**config.mk**
```make
export PLATFORM = sky130hd
export DESIGN_NAME = spfir_ctrl
export DESIGN_NICKNAME = d
export VERILOG_FILES = /design/src/design/spfir_pkg.sv /design/src/design/spfir_ctrl.sv
export SDC_FILE = /design/constraint.sdc
export NUM_CORES = 1
export LEC_CHECK = 0
export BUFFER_PORTS_ARGS = -buffer_cell sky130_fd_sc_hd__buf_2
export CELL_PAD_IN_SITES_DETAIL_PLACEMENT = 0
export CELL_PAD_IN_SITES_GLOBAL_PLACEMENT = 1
export CORE_AREA = 2 2 39 41
export CTS_BUF_LIST = sky130_fd_sc_hd__clkbuf_4
export CTS_CLUSTER_DIAMETER = 80
export DETAILED_ROUTE_END_ITERATION = 6
export DIE_AREA = 0 0 41 43
export GPL_TIMING_DRIVEN = 0
export HOLD_SLACK_MARGIN = 0.06
export PLACE_DENSITY = 0.73
export SYNTH_ARGS = -nofsm -noshare
export SYNTH_HDL_FRONTEND = slang
export SYNTH_SLANG_ARGS = --single-unit
```
**constraint.sdc**
```tcl
create_clock -name i_clk -period 1.3 [get_ports i_clk]
set_input_delay 0.065 -clock i_clk [delete_from_list [all_inputs] [get_ports i_clk]]
set_output_delay 0.065 -clock i_clk [all_outputs]
set_load 0.005 [all_outputs]
```
**src/design/spfir_pkg.sv**
```systemverilog
// shared constants, codes and control types of the sample player with fir
package spfir_pkg;

    localparam int DEF_SAMPLE_DEPTH = 65536;
    localparam int DEF_MAX_TAPS     = 64;

    localparam int POS_W     = 17;
    localparam int CFG_W     = 17;
    localparam int CFG_IDX_W = 3;
    localparam int OUT_W     = 46;

    localparam logic signed [15:0] TAP_FULL_SCALE = 16'sh7fff;

    localparam logic [1:0] ACT_TICK   = 2'd0;
    localparam logic [1:0] ACT_SAMPLE = 2'd1;
    localparam logic [1:0] ACT_TAP_L  = 2'd2;
    localparam logic [1:0] ACT_TAP_R  = 2'd3;

    localparam logic [CFG_IDX_W-1:0] CFG_LOOP_ENABLE = 3'd0;
    localparam logic [CFG_IDX_W-1:0] CFG_STEREO      = 3'd1;
    localparam logic [CFG_IDX_W-1:0] CFG_LENGTH      = 3'd2;
    localparam logic [CFG_IDX_W-1:0] CFG_LOOP_START  = 3'd3;
    localparam logic [CFG_IDX_W-1:0] CFG_CONVOLVE    = 3'd4;
    localparam logic [CFG_IDX_W-1:0] CFG_TAP_COUNT   = 3'd5;
    localparam logic [CFG_IDX_W-1:0] CFG_GAIN        = 3'd6;

    typedef struct packed {
        logic load_tick;
        logic write_item;
        logic issue;
        logic scale;
        logic out_load;
    } t_cmd;

    typedef struct packed {
        logic remain_zero;
        logic pipe_busy;
    } t_stat;

endpackage

```
**src/design/spfir_ctrl.sv**
```systemverilog
// sequencing state machine of the sample player with fir
module spfir_ctrl
    import spfir_pkg::*;
(
    input  logic       i_clk,
    input  logic       i_rst_n,
    input  logic       i_in_valid,
    output logic       o_in_stall,
    input  logic [1:0] i_action,
    output logic       o_out_valid,
    input  logic       i_out_stall,
    input  t_stat      i_stat,
    output t_cmd       o_cmd
);

    typedef enum logic [4:0] {
        S_IDLE  = 5'b00001,
        S_MAC   = 5'b00010,
        S_DRAIN = 5'b00100,
        S_SCALE = 5'b01000,
        S_SUM   = 5'b10000
    } t_state;

    t_state r_state, n_state;
    logic   r_out_valid, n_out_valid;
    logic   out_free;

    assign out_free    = !r_out_valid || !i_out_stall;
    assign o_in_stall  = (r_state != S_IDLE);
    assign o_out_valid = r_out_valid;

    always_comb begin
        n_state = r_state;
        o_cmd   = '0;
        case (r_state)
            S_IDLE: begin
                if (i_in_valid) begin
                    if (i_action == ACT_TICK) begin
                        o_cmd.load_tick = 1'b1;
                        n_state         = S_MAC;
                    end else begin
                        o_cmd.write_item = 1'b1;
                    end
                end
            end
            S_MAC: begin
                if (i_stat.remain_zero) begin
                    n_state = S_DRAIN;
                end else begin
                    o_cmd.issue = 1'b1;
                end
            end
            S_DRAIN: begin
                if (!i_stat.pipe_busy) begin
                    n_state = S_SCALE;
                end
            end
            S_SCALE: begin
                o_cmd.scale = 1'b1;
                n_state     = S_SUM;
            end
            S_SUM: begin
                if (out_free) begin
                    o_cmd.out_load = 1'b1;
                    n_state        = S_IDLE;
                end
            end
            default: begin
                n_state = S_IDLE;
            end
        endcase
    end

    always_comb begin
        n_out_valid = r_out_valid;
        if (o_cmd.out_load) begin
            n_out_valid = 1'b1;
        end else if (r_out_valid && !i_out_stall) begin
            n_out_valid = 1'b0;
        end
    end

    always_ff @(posedge i_clk) begin
        if (!i_rst_n) begin
            r_state     <= S_IDLE;
            r_out_valid <= 1'b0;
        end else begin
            r_state     <= n_state;
            r_out_valid <= n_out_valid;
        end
    end

endmodule

```
==> metrics, run 1 <==
min cycle time layout=1321 ps; First-pass DRT Iterations=4; crit-path max FO=8; status=complete, but fails checks; share of cells above drive strength 1=60.00%; P&R area growth vs syn=62.85%; Syn Nets=50; Die ar.=1763 µm²; ant diodes=0; setup ws final=-20.89 ps; syn_area_per_cell=8.580 µm²; hold crit path type=input port to flop; Num CTS Buffers=3; Fin Setup TNS=-36.75 ps; Skew-Pair Late Insertion Delay=260 ps; final net count=75; number of global-route vias before repair=366; Final Power=~0.44 mW; Filler Cells Inserted=148; via count=407; #FFs+latches synth=6; Root Buffer=clkbuf_4; I/O Buffers=14; Ys Warns=0; GRT overflow=0; max cap viols=0; Std-Cell Rows=14; Syn Std Cell Area=360.3 µm²; RSZ-0062 raised after global routing=yes; CP cell instances=or3b_4 > nor2_4 > buf_2; crit share post-route=101.6%; DR WL/cell=11.68 µm; worst path required time=1240 ps; DR vias/cell=5.025; Reg area=132.6 µm²; Final Setup Violations=2; clock buffer depth=2; Clock Pin Slew Worst Setup and Hold Paths=40 ps; delay of the slowest cell on the worst path=420 ps; Critical-path top delay cell=or3b_4; Max-slew headroom=82.04%; R2R Setup Slk=-20 ps; worst vdd ir=0.6690 mV; Static Leak=0.2501 nW; chip height=~43 µm; Remaining DRCs=0; I/O Pins=15; Power Dens Cells=752.3 nW/µm²; worst slew pin tran=268.8 ps; CTS tree=built; CTS Sinks=6; ANT nets after route=0; Cell variety after synth=23; Setup CP Type=flop to primary output; GRT Total Usage=13.17%; largest net degree at the start of global routing=9; register area share after synthesis=33.33%; failing checks=setup timing; hold violation count in the final report=0; CP endpoint kind=primary output; first-pass GRT wire length=1497 µm; Total Wirelength=946 µm; Gate Count Post-Synth=between 40 and 50; multi-input logic area=about 270 µm²; Fin Clk Skew=11.09 ps; startpoint types=flop; Max Fclk=757.1 MHz; global placer's final weighted congestion=~0.79; Die W=41 µm; initial antenna violation count=0; Hold Crit Start=i_stat[1]; H-tree depth=1; core area=1384 µm²; Initial Util=26.04%; hold path depth=3; Reg-to-Reg End=r_state[0]; RR Startpoint=r_state[1]; hold worst-path end=r_state[2]; Reg2Reg Depth=4; Post-DP HPWL=606 µm; DRT iter0 DRCs=2; CP arrival=1260 ps; fin. max-slew vios=0
==> where the power goes <==
group	leakage [nW]	total, mW	switching, mW	internal [mW]
Sequential	0.0515	0.189	0.00599	0.183
Combinational	0.185	0.0727	0.0289	0.0438
Clock	0.0138	0.180	0.0753	0.105
Total	0.250	0.441	0.110	0.331
==> timing repair <==
| action | CTS | global route |
|---|---|---|
| pin swaps | 4 | 7 |
| setup buffers | 3 | 3 |
| hold endpoints to repair | 2 | 0 |
| hold buffers | 2 | 0 |
| gates resized for setup | 10 | 12 |
| endpoints found under the setup margin | 6 | 5 |
==> cell usage in the layout, fill, tap and decap left out, drive strengths merged, types with 2 or more instances in the layout <==
master and instances:
o21a 2, nand3b 3, buf 20, a21oi 2
nand2 3, dlygate4sd3 2, dfxtp 6, or3b 2
nor2 4, and4b 2, nor2b 3, clkbuf 3
o21ai 2
==> cells in the mapped netlist <==
master	n	area share, %
nor4b_1	1	2.4
buf_4	2	4.2
o21a_1	2	4.2
or3b_1	1	2.4
and3_1	1	1.7
nor2b_1	3	5.2
nor3b_1	1	2.1
nand3b_1	3	6.2
or4b_1	1	2.8
and4b_1	2	5.6
o221ai_1	1	2.4
o21ai_0	2	2.8
and4_1	1	2.4
nor3_1	1	1.4
a21oi_1	2	2.8
dfxtp_1	6	33
a31oi_1	1	1.7
nor2_1	4	4.2
a21boi_0	1	2.1
or3b_2	1	2.4
o311a_1	1	2.8
nand2_1	3	3.1
or2_2	1	1.7
==> flip-flops by register name (all words and copies together), names as in the netlist <==
signal,count
o_out_valid,1
r_state,5
==> routing by layer <==
metal | up-vias | routed length (µm) | track usage, %
met5 | - | 0 | 0
met2 | 14 | 450 | 20.63
met4 | 0 | 21 | 6.000
li1 | 205 | - | -
met3 | 2 | 63 | 6.283
met1 | 186 | 411 | 14.19
==> how the worst max path moves through the flow <==
stage	from	to	slack [ps]	cells after the start
finish	r_state[2]	o_cmd[1]	-20	3
global route	r_state[2]	o_cmd[1]	-60	3
CTS	r_state[1]	o_cmd[1]	-100	4
detailed placement	r_state[1]	r_state[0]	-40	4
global placement	r_state[1]	r_state[0]	-30	4
floorplan	r_state[1]	r_state[0]	60	4
==> critical path, delay by kind of cell, from the launching register on <==
family / cells / cell delay, ps
buffers and inverters: 1 / 120
and+or+nand+nor: 2 / 530
DFF: 1 / 360
==> metrics by stage <==
step | instance area (µm²) | utilization (%) | hold slack, ps | setup WS [ps] | instances
4_1_cts | 546.8 | 39.51 | 100.2 | -104.7 | 80
2_1_floorplan | 360.3 | - | 143.6 | 56.28 | 42
3_5_place_dp | 450.4 | 32.55 | 256.4 | -39.07 | 72
5_1_grt | 586.8 | 42.41 | 116.5 | -60.05 | 81
6_report | 586.8 | 42.41 | 93.47 | -20.89 | 81
3_3_place_gp | 450.4 | 32.55 | 255.6 | -31.55 | 72
==> area by class of cell <==
type / instances / area share [%]
sequential: 6 / 22.60
tap: 16 / 3.412
timing repair buffer: 22 / 24.09
clock buffer: 3 / 3.838
multi-input combinational: 34 / 46.06
==> logic make-up (layout without fill, tap and decap cells) <==
kind of cell | after synthesis | count (layout) | share of synthesized area [%]
and+or+nand+nor | 24 | 24 | 43.75
AOI/OAI and AO/OA | 10 | 10 | 18.75
DFF | 6 | 6 | 33.33
buffers and inverters | 2 | 25 | 4.165
(Power assumes the default switching activity.)
==> run 2, diff against run 1 <==
- PLACE_DENSITY: 0.73 -> not set
- PLACE_DENSITY_LB_ADDON: not set -> 0.1
==> run 2 against run 1 <==
Against the previous run: the run now ends clean; largest cell class unchanged; sequential share of layout area up 1.2 points; clock power down 6%; largest power group unchanged; register-to-register slack better by 40 ps; critical path type unchanged; critical endpoint unchanged.
==> metrics, run 2 (synthesized netlist as in run 1, its figures left out) <==
Post-DP HPWL=about 670 µm; Final Setup Violations=0; I/O Pins=15; CTS tree=built; CP cell instances=or3b_4 > nor2_4 > buf_2; Fin Setup TNS=0 ps; chip height=43 µm; hold crit path type=input port to flop; crit-path max FO=8; GRT overflow=0; min cycle time layout=~1300 ps; number of buffers and inverters on the critical path=1; worst vdd ir=0.5981 mV; GRT Total Usage=11.68%; Max Fclk=a little under 800 MHz; H-tree depth=1; Final Power=0.4228 mW; largest net degree at the start of global routing=9; max FFs per register=5; crit share post-route=between 90 and 100%; CP endpoint kind=primary output; status=complete, no violations; Static Leak=0.2368 nW; Critical-path top delay cell=or3b_4; Power Dens Cells=764.5 nW/µm²; number of global-route vias before repair=341; P&R area growth vs syn=53.47%; Std-Cell Rows=14; Remaining DRCs=0; ant diodes=0; core area=1384 µm²; Setup CP Type=flop to primary output; CTS Sinks=6; Num CTS Buffers=3; leading cell types in the layout, fill and taps excluded=14 x buf_2, 4 x buf_4; DR WL/cell=11.09 µm; fin. max-slew vios=0; worst path required time=1240 ps; DR vias/cell=roughly 4.9; hold_ws=roughly 53 ps; most common cell after layout, fill and taps aside=buf_2; Root Buffer=clkbuf_4; Total Wirelength=just under 900 µm; final net count=73; Filler Cells Inserted=149; First-pass DRT Iterations=4; Switching Power=~0.1 mW; Clock Pin Slew Worst Setup and Hold Paths=50 ps; sw frac=between 20% and 30%; I/O Buffers=14; final core occ=39.96%; share of cells above drive strength 1=a little over half; Max-slew headroom=84.21%; CP top delay family=simple AND/OR/NAND/NOR gates; DRT iter0 DRCs=7; combinational share of power=15.1%; CP arrival=1230 ps; global placer's final weighted congestion=0.7007; via count=between 300 and 400; ANT nets after route=0; Die ar.=approximately 1800 µm²; Clock power frac=40.3%; Skew-Pair Late Insertion Delay=250 ps; first-pass GRT wire length=1345 µm; Initial Util=26.04%; Post-DP Area=450.4 µm²; Int Pwr=approximately 0.32 mW; Seq pwr share=44.6%; startpoint types=flop; RSZ-0062 raised after global routing=yes; Die W=41 µm; delay of the slowest cell on the worst path=420 ps; post-route cell area=553.0 µm²; multi-input logic area=257.7 µm²; Reg area=around 130 µm²; clock buffer depth=2; largest reg by FF count=r_state; max cap viols=0; Fin Clk Skew=12.64 ps; hold violation count in the final report=0; worst slew pin tran=233.5 ps; initial antenna violation count=0
[run 2: cell type report]
cell class                 count  area share, %
tap                           16          3.620
sequential                     6          23.76
timing repair buffer          20          21.95
clock buffer                   3          4.072
multi-input combinational     34          46.61
[run 2: worst register-to-register path, cell delays in order, from the launching register on]
cell and delay, ps:
dfxtp_4 380, or3b_2 450, a31oi_1 200, o221ai_1 140
[run 2: repair_timing]
item / in CTS / in global routing
pin swaps: 2 / 9
endpoints found under the setup margin: 6 / 5
gates resized for setup: 9 / 8
gates cloned: 0 / 0
endpoints found under the hold margin: 1 / 0
setup buffers: 3 / 2
hold buffers: 1 / 0
[run 2: worst paths after layout]
path                             startpoint     endpoint  slack (ps)  cells after the start
worst min-delay path                i_rst_n   r_state[0]          50                      2
worst max register to register   r_state[2]   r_state[0]          20                      3
worst min register to register  o_out_valid  o_out_valid         510                      2
worst max-delay path             r_state[2]     o_cmd[1]           6                      3
[run 2: metal layers]
| metal | up-vias | routed length (µm) | global-route usage [%] |
|---|---|---|---|
| met1 | 176 | 402 | 13.96 |
| met4 | 0 | 0 | 4.000 |
| li1 | 202 | - | - |
| met5 | - | 0 | 0 |
| met2 | 12 | 413 | 16.25 |
| met3 | 0 | 60 | 7.853 |
[run 2: power by group through the flow]
stage	Clock, mW	Sequential (mW)	Combinational [mW]
3_5_place_dp	0	0.195	0.0519
3_3_place_gp	0	0.195	0.0520
5_1_grt	0.189	0.189	0.0703
6_report	0.170	0.188	0.0639
4_1_cts	0.171	0.192	0.0613
2_1_floorplan	0	0.194	0.0270
[run 2: per-stage QoR]
| stage | cells | setup slack (ps) |
|---|---|---|
| 3_3_place_gp | 72 | -57.00 |
| 5_1_grt | 79 | -45.80 |
| 6_report | 79 | 6.173 |
| 3_5_place_dp | 72 | -48.79 |
| 2_1_floorplan | 42 | 56.28 |
| 4_1_cts | 79 | -104.5 |
